**src/rtl/adh2u_pkg.sv**
```systemverilog
// Shared types, constants and digit decode helpers for the ASCII to u32 converter.
package adh2u_pkg;

	localparam int unsigned AccW = 32;

	localparam logic [AccW-1:0] DEC_LIMIT = 32'd429496729;
	localparam logic [AccW-1:0] HEX_LIMIT = 32'h0FFF_FFFF;

	localparam logic [7:0] CH_0  = 8'h30;
	localparam logic [7:0] CH_5  = 8'h35;
	localparam logic [7:0] CH_9  = 8'h39;
	localparam logic [7:0] CH_LA = 8'h61;
	localparam logic [7:0] CH_LF = 8'h66;
	localparam logic [7:0] CH_UA = 8'h41;
	localparam logic [7:0] CH_UF = 8'h46;
	localparam logic [7:0] CH_LX = 8'h78;
	localparam logic [7:0] CH_UX = 8'h58;

	localparam logic [1:0] POS_SAT = 2'd2;

	typedef enum logic [1:0] {
		MODE_UNDEC = 2'd0,
		MODE_DEC   = 2'd1,
		MODE_HEX   = 2'd2
	} mode_t;

	typedef struct packed {
		logic       ok;
		logic [3:0] digit;
	} digit_t;

	function automatic digit_t dec_digit(input logic [7:0] ch);
		digit_t r;
		r.ok    = (ch >= CH_0) && (ch <= CH_9);
		r.digit = 4'(ch - CH_0);
		return r;
	endfunction

	function automatic digit_t hex_digit(input logic [7:0] ch);
		digit_t r;
		r.ok    = 1'b1;
		if ((ch >= CH_0) && (ch <= CH_9)) begin
			r.digit = 4'(ch - CH_0);
		end else if ((ch >= CH_LA) && (ch <= CH_LF)) begin
			r.digit = 4'(ch - CH_LA + 8'd10);
		end else if ((ch >= CH_UA) && (ch <= CH_UF)) begin
			r.digit = 4'(ch - CH_UA + 8'd10);
		end else begin
			r.ok    = 1'b0;
			r.digit = 4'd0;
		end
		return r;
	endfunction

endpackage

```
**src/rtl/ascii_dec_hex_to_u32.sv**
```systemverilog
// Streaming ASCII decimal/hex string to 32-bit unsigned converter, top level.
// A result reaches out_valid once its last character passes the input register into the output register.
// Throughput: one character per cycle; the input register and the output register
// each pass an item every cycle, and input stalls only while a finished result
// waits on a stalled output and the next staged character also ends a string.
// Reset: arst_n clears the accumulator, position, mode, error flag and all valids.
module ascii_dec_hex_to_u32 (
	input  logic        clk,
	input  logic        arst_n,
	input  logic        in_valid,
	output logic        in_stall,
	input  logic [7:0]  char_byte,
	input  logic        is_last,
	output logic        out_valid,
	input  logic        out_stall,
	output logic [31:0] value,
	output logic        failed
);

	// input register
	logic                        vld_s1;
	logic [7:0]                  char_s1;
	logic                        last_s1;

	// string state
	logic [adh2u_pkg::AccW-1:0]  acc_q;
	logic [1:0]                  pos_q;
	adh2u_pkg::mode_t            mode_q;
	logic                        fz_q;
	logic                        err_q;

	// output register
	logic                        out_vld_q;
	logic [adh2u_pkg::AccW-1:0]  value_q;
	logic                        failed_q;

	logic                        adv;
	logic                        in_acc;

	logic [adh2u_pkg::AccW-1:0]  acc_n;
	logic [1:0]                  pos_n;
	adh2u_pkg::mode_t            mode_n;
	logic                        fz_n;
	logic                        err_n;

	adh2u_pkg::digit_t           dd;
	adh2u_pkg::digit_t           hd;
	logic                        dec_ovf;
	logic [adh2u_pkg::AccW-1:0]  acc_dec;
	logic [adh2u_pkg::AccW-1:0]  acc_hex;
	logic                        is_x;
	logic                        use_hex;
	logic                        take_dec;

	// staged item moves on unless it carries a result and the output is blocked
	assign adv      = !last_s1 || !out_vld_q || !out_stall;
	assign in_stall = vld_s1 && !adv;
	assign in_acc   = in_valid && !in_stall;

	always_comb begin
		dd      = adh2u_pkg::dec_digit(char_s1);
		hd      = adh2u_pkg::hex_digit(char_s1);
		dec_ovf = (acc_q > adh2u_pkg::DEC_LIMIT) ||
		          ((acc_q == adh2u_pkg::DEC_LIMIT) && (char_s1 > adh2u_pkg::CH_5));
		acc_dec = (acc_q << 3) + (acc_q << 1) + adh2u_pkg::AccW'(dd.digit);
		acc_hex = (acc_q << 4) | adh2u_pkg::AccW'(hd.digit);
		is_x    = (char_s1 == adh2u_pkg::CH_LX) || (char_s1 == adh2u_pkg::CH_UX);

		acc_n    = acc_q;
		pos_n    = (pos_q < adh2u_pkg::POS_SAT) ? pos_q + 2'd1 : pos_q;
		mode_n   = mode_q;
		fz_n     = fz_q;
		err_n    = err_q;
		use_hex  = 1'b0;
		take_dec = 1'b0;

		if (!err_q) begin
			case (pos_q)
				2'd0: begin
					fz_n     = (char_s1 == adh2u_pkg::CH_0);
					take_dec = 1'b1;
				end
				2'd1: begin
					if (fz_q && !last_s1 && is_x) begin
						mode_n = adh2u_pkg::MODE_HEX;
						acc_n  = '0;
					end else begin
						mode_n   = adh2u_pkg::MODE_DEC;
						take_dec = 1'b1;
					end
				end
				default: begin
					if (mode_q == adh2u_pkg::MODE_HEX) begin
						use_hex = 1'b1;
					end else begin
						take_dec = 1'b1;
					end
				end
			endcase
		end

		if (take_dec) begin
			if (!dd.ok || dec_ovf) begin
				err_n = 1'b1;
			end else begin
				acc_n = acc_dec;
			end
		end
		if (use_hex) begin
			if ((acc_q > adh2u_pkg::HEX_LIMIT) || !hd.ok) begin
				err_n = 1'b1;
			end else begin
				acc_n = acc_hex;
			end
		end
	end

	always_ff @(posedge clk or negedge arst_n) begin
		if (!arst_n) begin
			vld_s1    <= 1'b0;
			acc_q     <= '0;
			pos_q     <= '0;
			mode_q    <= adh2u_pkg::MODE_UNDEC;
			fz_q      <= 1'b0;
			err_q     <= 1'b0;
			out_vld_q <= 1'b0;
		end else begin
			if (in_acc) begin
				vld_s1 <= 1'b1;
			end else if (adv) begin
				vld_s1 <= 1'b0;
			end

			if (vld_s1 && adv && last_s1) begin
				out_vld_q <= 1'b1;
			end else if (!out_stall) begin
				out_vld_q <= 1'b0;
			end

			if (vld_s1 && adv) begin
				if (last_s1) begin
					acc_q  <= '0;
					pos_q  <= '0;
					mode_q <= adh2u_pkg::MODE_UNDEC;
					fz_q   <= 1'b0;
					err_q  <= 1'b0;
				end else begin
					acc_q  <= acc_n;
					pos_q  <= pos_n;
					mode_q <= mode_n;
					fz_q   <= fz_n;
					err_q  <= err_n;
				end
			end
		end
	end

	always_ff @(posedge clk) begin
		if (in_acc) begin
			char_s1 <= char_byte;
			last_s1 <= is_last;
		end
		if (vld_s1 && adv && last_s1) begin
			value_q  <= err_n ? '0 : acc_n;
			failed_q <= err_n;
		end
	end

	assign out_valid = out_vld_q;
	assign value     = value_q;
	assign failed    = failed_q;

	// a failed result always carries zero
	a_fail_zero: assert property (@(posedge clk) disable iff (!arst_n)
		out_valid && failed |-> value == '0)
		else $error("failed result with nonzero value");

	// the end of a string returns the string state to its reset value
	a_end_clears: assert property (@(posedge clk) disable iff (!arst_n)
		vld_s1 && adv && last_s1 |=> acc_q == '0 && pos_q == '0 && !err_q && !fz_q)
		else $error("string state not cleared after last character");

	// hex mode is only set once two characters have gone by
	a_hex_pos: assert property (@(posedge clk) disable iff (!arst_n)
		mode_q == adh2u_pkg::MODE_HEX |-> pos_q == adh2u_pkg::POS_SAT)
		else $error("hex mode before the third character");

	// input stalls only behind a blocked result
	a_stall_cause: assert property (@(posedge clk) disable iff (!arst_n)
		in_stall |-> vld_s1 && last_s1 && out_vld_q && out_stall)
		else $error("input stalled without a blocked result");

	// a staged last character that cannot move leaves the output untouched
	a_out_hold: assert property (@(posedge clk) disable iff (!arst_n)
		vld_s1 && last_s1 && out_vld_q && out_stall |=> out_vld_q && vld_s1)
		else $error("blocked result or staged item lost");

endmodule

```
**config.mk**
```make
export PLATFORM = sky130hd
export DESIGN_NAME = ascii_dec_hex_to_u32
export DESIGN_NICKNAME = d
export VERILOG_FILES = /design/src/rtl/adh2u_pkg.sv /design/src/rtl/ascii_dec_hex_to_u32.sv
export SDC_FILE = /design/constraint.sdc
export NUM_CORES = 1
export LEC_CHECK = 0
export ABC_AREA = 1
export BUFFER_PORTS_ARGS = -buffer_cell sky130_fd_sc_hd__buf_2
export CORE_MARGIN = 5
export CORE_UTILIZATION = 62
export DETAILED_ROUTE_END_ITERATION = 10
export HOLD_SLACK_MARGIN = 0.06
export PLACE_DENSITY_LB_ADDON = 0.08
export SYNTH_ARGS = -nofsm -noshare
export SYNTH_HDL_FRONTEND = slang
export SYNTH_SLANG_ARGS = --single-unit
```
**constraint.sdc**
```tcl
create_clock -name clk -period 3.2 [get_ports clk]
set_input_delay 0.32 -clock clk [delete_from_list [all_inputs] [get_ports clk]]
set_output_delay 0.32 -clock clk [all_outputs]
set_load 0.02 [all_outputs]
```
Word-level counts from Yosys, hierarchy flattened --
Index checks and enable logic that the tools add are counted.
Storage, ports and cells: register bits after elaboration 82, input port bits 13, output and inout port bits 35, logic and storage cells 109
Operators by class: add/subtract/negate cells 8, order comparisons 10, eq/ne operators 8, multiplexer cells 39, bitwise gates (word level) 1, reduce and logical (&&, ||, !) cells 32
Operator list (number):
- 2-to-1 mux 32 bit | 8
- adder 32 bit | 1
- adder 32 x 4 -> 32 bit | 1
- equality test 32 x 29 -> 1 bit, second input constant | 1
- > comparator 32 x 28 -> 1 bit, second input constant | 1
- > comparator 32 x 29 -> 1 bit, second input constant | 1
- bitwise OR 32 x 4 -> 32 bit | 1
- 2-to-1 mux 1 bit | 21
- equality test 8 x 7 -> 1 bit, second input constant | 2
- greater-or-equal comparator 8 x 7 -> 1 bit, second input constant | 2
- less-or-equal comparator 8 x 7 -> 1 bit, second input constant | 2
- 2-to-1 mux 2 bit | 6
- 2-to-1 mux 4 bit | 3
- subtractor 4 x 1 -> 4 bit, second input constant | 3
- logical AND 1 bit | 10
- adder 4 bit, second input constant | 2
- equality test 8 x 6 -> 1 bit, second input constant | 1
- greater-or-equal comparator 8 x 6 -> 1 bit, second input constant | 1
- > comparator 8 x 6 -> 1 bit, second input constant | 1
- less-or-equal comparator 8 x 6 -> 1 bit, second input constant | 1
- nonzero test 2 bit | 4
- zero test 1 bit | 7
- logical OR 1 bit | 6
- AND reduction 3 bit | 2
- 10 further kinds | 10

Depth between registers and ports, before layout --
Gate-level depths: netlist of the first run.
word-level depth 11, mapped depth 19, gate-level depth less buffers 19

Worst setup path after synthesis of the first run --
Ideal clock, no wire load.
path type register -> register, start point register char_s1[3], end point register value_q (netlist bit value[14]), data pin, setup time 257 ps, data arrival time 2515 ps, data required time 2943 ps, path slack 428 ps, stages on the path, launching flop included 16, buffers on the path 0, period minus slack after synthesis 2772 ps, cell sequence edfxtp_1 inv_2 fa_1 inv_1 fa_1 nand3_1 nand3_1 nand2_1 nand2_1 nand2_1 nand2_1 or2_2 nand3_1 nand3_1 nand2_1 nor2_1
On the way: longest elaborated chain between the ends 10, elaborated cells between the ends (all ways) 39, those cells by class add/sub (2); order compare (7); eq/ne (2); mux (17); reduce/logical (11)
RTL lines:
- from (decl) | RTL line ascii_dec_hex_to_u32.sv:22 | logic [7:0] char_s1;
- from (signal assigned) | RTL line ascii_dec_hex_to_u32.sv:160 | char_s1 <= char_byte;
- parallel branches: the longest is 10 deep, another holds adder 32 x 4 -> 32 bit
- to (signal assigned) | RTL line ascii_dec_hex_to_u32.sv:164 | value_q <= err_n ? '0 : acc_n;
- to (decl) | RTL line ascii_dec_hex_to_u32.sv:34 | logic [adh2u_pkg::AccW-1:0] value_q;
Parallel ways; which one is timed is not known. A chain may end at the register's enable or synchronous reset.

Worst setup path in the final report of the first run --
start point register char_s1[3], end point register value_q (netlist bit value[31]), data pin
Same word-level chain as after synthesis.

==> results.txt, run 1 <==
mapped cell area: 0.006830 mm^2
H-tree levels: 3
switching portion of total power: 32.13%
ratio of cells with drive above 1 in the final layout: 10.38%
GR Overflow Total: 0
first-pass GRT wire length: 31.56 mm
warnings from Yosys: 0
Tot GR Track Use: 30.45%
antenna cells: 0
setup_tns: 0 ns
endpoints failing hold: 0
filler cell count: 1004
Max-slew headroom: 32.73%
drt wl/cell: 16.16 um
CTS Buf Count: 9
max-slew violations: 0
total power: 2.320 mW
Slew @ Worst Pin: 1.009 ns
initial core utilization: 63.01%
final WL: 19.23 mm
Clock power frac: 32.5%
P&R area growth vs syn: 9.196%
Worst Path Required: 3.33 ns
#FFs+latches synth: 82
Sequential Power Share: 51.9%
drt first pass iters: 5
Max Cap Violations: 0
vias per cell: 5.659
port bufs: 47
sequential element share of the synthesized area: 33.12%
ranking of synthesized cells by area: nand2_1, edfxtp_1, dfrtp_1, ha_1, nand3_1
CP Class: reg2reg
top cell type's share of synthesized area: 19.12%
Data arrival, critical path: 3.06 ns
Residual DRC: 0
crit path time final: 2.932 ns
Fmax: 341.1 MHz
Clock transition at path regs: 0.11 ns
syn avg cell area: 6.892 um^2
Switch Pwr: 745.5 uW
CTS tree: done
P per Cell Area: 311.1 mW/mm^2
CP startpoint kind: flip-flop
Die W: 115.0 um
number of global-route vias before repair: 6478
die area: 0.01322 mm^2
fin crit share: 91.62%
Root Driver: clkbuf_8
status: finished, final reports clean
I/O pin count: 48
CP Capture Type: flip-flop
Synth Net Count: 1069
row count: 38
routed via count: 6734
leakage: 4.020 nW
Setup WS pre-CTS: 0.1829 ns
dpl cell area: 0.007246 mm^2
GPL Wtd Cong: 0.9917
P_int: 1.575 mW
CORE AREA: 0.01084 mm^2
Initial DRC Count: 584
maximum clock insertion buffer count: 2
pin count of the biggest net entering global routing: 41
CP max FO: 4
hold crit path type: in2async
Die H: 115.0 um
CTS sink cnt: 82
clock skew: 0.01880 ns
Post-DP HPWL: 14.71 mm
Final #Nets: 1123
Logic pwr share: 15.6%
cell taking the most area after synthesis: nand2_1
Routed Antenna Nets: 0
setup ws final: 0.2682 ns
Synth cell types: 37
Final setup viols: 0
initial antenna violation count: 1
fin area: 0.007458 mm^2
RSZ-0062 raised after global routing: no
Peak VDD IR: 0.0003352 V
synthesized instance count: 991
Clock Latency Late Sink: 0.39 ns
layout by cell type (no fill, tap or decap), types with 2 or more instances in the layout:
cell type   instances
nand3b_1            2
nand2_1           347
or2_2               9
dfrtp_1            40
inv_8               3
buf_2              47
a21oi_1            41
clkbuf_8            9
o21ai_2             2
clkinvlp_4          2
o21ai_1            11
xor2_1             11
xnor2_1             8
nand3_2             3
nand2_2             3
nor3_1             14
o21ai_0            25
inv_2               3
edfxtp_1           42
a31oi_1             2
buf_4              18
ha_1               63
inv_6               2
nor2_1             95
o211ai_1            5
inv_1             115
or2_1               2
o21bai_1            5
nand3_1            94
nand4_1            14
nor2_2              2
state kept, by name, indices dropped and copies added, names as in the netlist:
| register | cells |
|---|---|
| acc_q | 32 |
| value | 32 |
| char_s1 | 8 |
| mode_q | 2 |
| pos_q | 2 |
| err_q | 1 |
| failed | 1 |
| fz_q | 1 |
| last_s1 | 1 |
| out_valid | 1 |
| vld_s1 | 1 |
kinds of logic after synthesis:
family                     count (synthesis)  synth area share (%)
and+or+nand+nor                          589                 35.98
AOI/OAI and AO/OA                         95                 7.731
adders and majority gates                 65                 12.13
xor gates and xnor gates                  19                 2.436
DFF                                       82                 33.12
buffers and inverters                    141                 8.609
repair_timing:
action,CTS,global route
resized for setup,0,4
setup endpoints to repair,0,13
hold buffers,0,0
setup buffers,0,1
cells in the mapped netlist:
library cell and n:
a21boi_2 1, a21oi_1 41, a31oi_1 2, a32o_1 1, buf_2 11, buf_6 6
clkbuf_1 6, dfrtp_1 40, edfxtp_1 42, fa_1 2, ha_1 63, inv_1 115
inv_2 3, nand2_1 348, nand2_2 2, nand3_1 96, nand3_2 1, nand3b_1 2
nand4_1 14, nand4_2 1, nor2_1 96, nor2_2 1, nor2_4 1, nor3_1 14
nor3_2 1, nor4_1 1, o2111ai_1 1, o211ai_1 5, o21a_1 1, o21ai_0 25
o21ai_1 11, o21ai_2 2, o21bai_1 5, or2_1 2, or2_2 9, xnor2_1 8
xor2_1 11
worst max-delay path, stage by stage, from the launching register on:
cell and delay (ns):
edfxtp_1 0.42, inv_2 0.10, fa_1 0.54, inv_1 0.07
ha_1 0.31, nand3_1 0.09, nand3_2 0.13, nand2_1 0.06
nand2_1 0.12, nand3_1 0.09, nand2_1 0.16, nand2_1 0.09
nand2_1 0.07, nand2_1 0.05, nand3_1 0.13, nand3_1 0.11
nand2_1 0.09, nor2_1 0.04
power groups by stage:
stage                     clock network, mW  logic [mW]  registers (mW)
after floorplan                           0       0.222            1.24
after global placement                    0       0.350            1.22
after detailed placement                  0       0.357            1.22
after CTS                             0.758       0.359            1.20
after global routing                  0.807       0.408            1.21
final                                 0.754       0.363            1.20
routing by layer:
layer	wire length [um]	global-route usage [%]
met5	7	0
met4	1019	18.39
met3	1323	4.579
met2	8812	48.34
met1	8061	39.29
metrics by stage:
| stage | hold WS (ns) | cells | util [%] |
|---|---|---|---|
| after floorplan | 0.02441 | 991 | - |
| after global placement | 0.4808 | 1173 | 66.84 |
| after detailed placement | 0.4832 | 1173 | 66.84 |
| after CTS | 0.09291 | 1189 | 68.59 |
| after global routing | 0.08503 | 1190 | 68.80 |
| final | 0.08307 | 1190 | 68.80 |
area by class of cell:
type                       count  area (um^2)  share of cell area, %
multi-input combinational    768         3998                  53.60
inverter                     118        442.9                  5.939
sequential                    82         2262                  30.33
clock buffer                   9        123.9                  1.661
timing repair buffer          66        390.4                  5.234
tap                          140        175.2                  2.349
clock inverter                 7        66.31                 0.8891
path summary, 6_finish.rpt:
| check | start | end | slack, ns | cells past startpoint |
|---|---|---|---|---|
| setup reg to reg | char_s1[3]$_DFFE_PP_ | value[31]$_SDFFCE_PP0P_ | 0.27 | 17 |
| min in group clk | char_byte[6] | char_s1[6]$_DFFE_PP_ | 0.11 | 1 |
| hold / removal | arst_n | acc_q[26]$_DFFE_PN0P_ | 0.08 | 1 |
| max in group asynchronous | arst_n | acc_q[7]$_DFFE_PN0P_ | 2.49 | 1 |
| hold reg to reg | mode_q[0]$_DFFE_PN0P_ | mode_q[0]$_DFFE_PN0P_ | 0.50 | 1 |
| setup / recovery | char_s1[3]$_DFFE_PP_ | value[31]$_SDFFCE_PP0P_ | 0.27 | 17 |
Power figures use the tool's default switching activity.
==> inputs of run 2 (changes only) <==
CORE_UTILIZATION = 63   (was 62)
CTS_BUF_LIST = sky130_fd_sc_hd__clkbuf_8   (was not set)
SLEW_MARGIN = 20   (was not set)
==> run 2 against run 1 <==
Cell area increased by 0.52%. Sequential power is essentially flat. Routed wire length about the same. Register-to-register slack lost 0.03 ns. Clock skew shrank 0.0082 ns. Highest routed layer is now met4. Die area decreased by 1.4%. Clock power is 0.7% higher. Final cell count rose by 0.34%. Sequential share of layout area down 0.16 points. Worst setup slack got worse by 0.031 ns.
==> results.txt, run 2 (same netlist as run 1, synthesis figures left out) <==
initial antenna violation count: 0
CP startpoint kind: flip-flop
die area: 0.01302 mm^2
routed via count: 6765
post-layout util: 69.77%
grt peak-use layer: met2
first-pass GRT wire length: 31.11 mm
antenna cells: 0
hold depth: 1
setup_tns: 0 ns
Post-DP HPWL: 14.64 mm
Worst Hold Path EP: char_s1[6]$_DFFE_PP_
CTS tree: done
port bufs: 47
hold_sp: char_byte[6]
Initial DRC Count: 594
endpoints failing hold: 0
Residual DRC: 0
CTS sink cnt: 82
Max-slew headroom: 51.63%
Max Cap Violations: 0
Clock transition at path regs: 0.09 ns
filler cell count: 946
dpl cell area: 0.007253 mm^2
Worst Path Required: 3.32 ns
drt first pass iters: 6
vias per cell: 5.666
CP max stage cell: fa_1
status: finished, final reports clean
crit path time final: 2.963 ns
I/O pin count: 48
worst hold slack: 0.1169 ns
Routed Antenna Nets: 0
hold crit path type: in2reg
Peak VDD IR: 0.0003580 V
H-tree levels: 3
Slew @ Worst Pin: 0.7229 ns
Data arrival, critical path: 3.08 ns
Worst path max stage delay: 0.51 ns
GRT met1 Usage: 38.32%
CORE AREA: 0.01075 mm^2
row count: 38
Clock Latency Late Sink: 0.38 ns
ratio of cells with drive above 1 in the final layout: 10.25%
met2 Use GR: 51.25%
maximum clock insertion buffer count: 2
Sequential Power Share: 51.5%
Final #Nets: 1127
GPL Wtd Cong: 1.005
initial core utilization: 63.57%
Root Driver: clkbuf_8
worst r2r path cells: 17
Top cell by count, worst path: nand2_1
commonest non-fill, non-tap cell in the layout: nand2_1
fin crit share: 92.58%
most frequent cells in the layout: nand2_1, inv_1, nand3_1, nor2_1, ha_1
pin count of the biggest net entering global routing: 42
Tot GR Track Use: 30.41%
GR Overflow Total: 0
reg-to-reg endpoint: value[31]$_SDFFCE_PP0P_
fin area: 0.007497 mm^2
max-slew violations: 0
drt wl/cell: 16.12 um
P_int: 1.635 mW
met3 Usage GRT: 4.387%
number of global-route vias before repair: 6450
Fmax: 337.5 MHz
Clock power frac: 32.5%
clock skew: 0.01064 ns
Die H: 114.1 um
CP Capture Type: flip-flop
CP Cell Sequence: inv_2 > fa_1 > inv_1 > ha_1 > nand3_1 > nand3_1 > nand2_1 > nand2_1 > nand3_1 > nand2_1 > nand2_1 > nand2_1 > nand2_1 > nand3_1 > nand3_1 > nand2_1 > nor2_1
CP max FO: 5
CP Class: reg2reg
P per Cell Area: 311.3 mW/mm^2
final WL: 19.24 mm
switching portion of total power: 29.93%
RSZ-0062 raised after global routing: no
Final setup viols: 0
CTS Buf Count: 9
RR Startpoint: acc_q[0]$_DFFE_PN0P_
P&R area growth vs syn: 9.764%
Logic pwr share: 15.9%
leakage: 4.043 nW
Switch Pwr: 698.3 uW
Die W: 114.1 um
Reg2Reg Setup Slack: 0.24 ns
==> run 2: how the worst max path moves through the flow <==
stage	from	slack, ns	depth (start not counted)	end
6_report	acc_q[0]$_DFFE_PN0P_	0.24	17	value[31]$_SDFFCE_PP0P_
4_1_cts	char_s1[3]$_DFFE_PP_	0.17	16	value[28]$_SDFFCE_PP0P_
3_3_place_gp	char_s1[3]$_DFFE_PP_	0.28	16	value[26]$_SDFFCE_PP0P_
3_5_place_dp	char_s1[3]$_DFFE_PP_	0.18	16	value[28]$_SDFFCE_PP0P_
5_1_grt	acc_q[0]$_DFFE_PN0P_	0.02	16	value[26]$_SDFFCE_PP0P_
2_1_floorplan	char_s1[3]$_DFFE_PP_	0.43	15	value[14]$_SDFFCE_PP0P_
==> run 2: critical path, delay by kind of cell, from the launching register on <==
family | cells | cell delay [ns]
DFF | 1 | 0.42
adders and majority gates | 2 | 0.81
and+or+nand+nor | 13 | 1.32
buffers and inverters | 2 | 0.16
==> run 2: stage by stage <==
step	std cells	power (mW)	setup slack, ns
2_1_floorplan	991	1.462	0.4284
3_3_place_gp	1174	1.580	0.2770
3_5_place_dp	1174	1.589	0.1810
4_1_cts	1190	2.330	0.1698
5_1_grt	1194	2.443	0.01934
6_report	1194	2.334	0.2374
==> run 2: cell type report <==
class	count	area [um^2]	share of cell area [%]
multi-input cells	768	3988	53.19
flip-flops and latches	82	2262	30.17
repair buffers	70	435.4	5.808
well taps	140	175.2	2.336
clock buffers	9	123.9	1.652
clock inverters	7	70.07	0.9346
inverters	118	442.9	5.908
==> run 2: timing repair <==
| action | 4_1_cts | 5_1_grt |
|---|---|---|
| resized for setup | 0 | 2 |
| buffers inserted | 0 | 2 |
| hold buffers | 0 | 1 |
| endpoints found under the hold margin | 0 | 13 |
| endpoints found under the setup margin | 0 | 12 |
==> run 2: metal layers <==
layer | vias up | wire (um)
li1 | 3337 | -
met1 | 3121 | 8123
met2 | 248 | 9092
met3 | 59 | 1148
met4 | 0 | 879
met5 | - | 0
==> run 2: power by group through the flow <==
stage                     registers (mW)  logic [mW]  clock network (mW)
after floorplan                     1.24       0.222                   0
after detailed placement            1.23       0.363                   0
after global placement              1.22       0.356                   0
after CTS                           1.20       0.364               0.763
after global routing                1.21       0.416               0.818
final                               1.20       0.372               0.759
==> inputs of run 3 (changes only) <==
clock period = 3.8 ns   (was 3.2 ns; I/O delays follow)
==> run 3 against run 2 <==
Sequential share of layout area is 0.37 points higher. Critical path type unchanged. Largest cell class unchanged. Combinational power is 18% lower. Clock power is 3% higher. Via count is 0.52% lower. Global-route usage is 0.57 points higher. Power is 10% lower. Clock skew is 0.0011 ns lower.
==> results.txt, run 3 (same netlist as run 1, synthesis figures left out) <==
fin area: 0.007406 mm^2
hold_buf cts: 0
H-tree levels: 3
Clock transition at path regs: 0.09 ns
Routed Antenna Nets: 0
Sequential Power Share: 48.4%
CP Class: reg2reg
GRT met1 Usage: 40.16%
Clock Latency Late Sink: 0.38 ns
P_int: 1.506 mW
commonest non-fill, non-tap cell in the layout: nand2_1
row count: 38
status: finished, final reports clean
CTS sink cnt: 82
fin crit share: 81.64%
CTS-repair resized insts: 0
first-pass GRT wire length: 31.80 mm
GR Overflow Total: 0
switching portion of total power: 28.22%
Logic pwr share: 14.5%
setup ws final: 0.6976 ns
CTS tree: done
endpoints failing hold: 0
drt wl/cell: 16.48 um
Root Driver: clkbuf_8
max-slew violations: 0
Slew @ Worst Pin: 0.9878 ns
post-layout util: 68.92%
P&R area growth vs syn: 8.426%
CP Capture Type: flip-flop
Max Cap Violations: 0
Residual DRC: 0
P per Cell Area: 283.3 mW/mm^2
Placed Cells: 1164
CTS Buf Count: 9
dpl cell area: 0.007166 mm^2
CP max FO: 5
initial antenna violation count: 1
routed via count: 6730
RSZ-0062 raised after global routing: no
Switch Pwr: 592.0 uW
drt first pass iters: 5
setup_tns: 0 ns
Fmax: 322.3 MHz
GPL Wtd Cong: 0.9961
setup repair bufs after CTS: 0
met2 Use GR: 50.35%
Die H: 114.1 um
antenna cells: 0
Data arrival, critical path: 3.22 ns
post-route insts no fill: 1180
Tot GR Track Use: 30.98%
worst hold slack: 0.1504 ns
final WL: 19.45 mm
Worst Path Required: 3.92 ns
CP startpoint kind: flip-flop
Max-slew headroom: 34.14%
port bufs: 47
met3 Usage GRT: 4.757%
maximum clock insertion buffer count: 2
Final setup viols: 0
pin count of the biggest net entering global routing: 41
leakage: 3.983 nW
grt peak-use layer: met2
I/O pin count: 48
Final #Nets: 1113
clock skew: 0.009541 ns
Clock power frac: 37.1%
crit path time final: 3.102 ns
most frequent cells in the layout: nand2_1, inv_1, nand3_1
vias per cell: 5.703
Setup WS pre-CTS: 0.7642 ns
die area: 0.01302 mm^2
CORE AREA: 0.01075 mm^2
Initial DRC Count: 629
initial core utilization: 63.57%
ratio of cells with drive above 1 in the final layout: 9.038%
hold crit path type: in2async
number of global-route vias before repair: 6395
Die W: 114.1 um
Post-DP HPWL: 14.68 mm
Peak VDD IR: 0.0003422 V
total power: 2.098 mW
[run 3: final cells by class]
| type | instances | area, um^2 |
|---|---|---|
| multi-input combinational | 768 | 3983 |
| fill | 986 | 3339 |
| sequential | 82 | 2262 |
| inverter | 118 | 442.9 |
| timing repair buffer | 56 | 302.8 |
| tap | 140 | 175.2 |
| clock buffer | 9 | 123.9 |
| clock inverter | 7 | 116.4 |
[run 3: routing by layer]
metal	routed length, um	up-vias
met3	1193	61
met4	904	2
met1	8191	3097
met2	9149	263
met5	13	-
li1	-	3307
[run 3: critical path: stages (launching register included)]
cell and delay, ns:
edfxtp_1 0.45, inv_2 0.10, fa_1 0.53, inv_1 0.06, fa_1 0.45, nand3_1 0.10, nand3_1 0.15, nand2_1 0.10
nand2_1 0.11, nand3_1 0.09, nand2_1 0.12, nand2_1 0.12, nand2_1 0.06, nand2_1 0.06, nand3_1 0.11, nand2_1 0.15
a21oi_1 0.07
[run 3: power groups by stage]
stage / clock, mW / combinational, mW / sequential [mW]
final: 0.779 / 0.305 / 1.01
after global routing: 0.824 / 0.338 / 1.02
after CTS: 0.784 / 0.303 / 1.01
after detailed placement: 0 / 0.299 / 1.03
after global placement: 0 / 0.294 / 1.03
after floorplan: 0 / 0.187 / 1.04
[run 3: worst paths after layout]
check                                      start                       to  slack, ns  cells after the start
setup / recovery            char_s1[3]$_DFFE_PP_  value[26]$_SDFFCE_PP0P_       0.70                     16
hold / removal                            arst_n    acc_q[28]$_DFFE_PN0P_       0.15                      1
setup reg to reg            char_s1[3]$_DFFE_PP_  value[26]$_SDFFCE_PP0P_       0.70                     16
hold reg to reg            mode_q[1]$_DFFE_PN0P_    mode_q[1]$_DFFE_PN0P_       0.50                      2
max in group asynchronous                 arst_n     acc_q[7]$_DFFE_PN0P_       3.02                      1
min in group clk                    char_byte[1]     char_s1[1]$_DFFE_PP_       0.17                      1
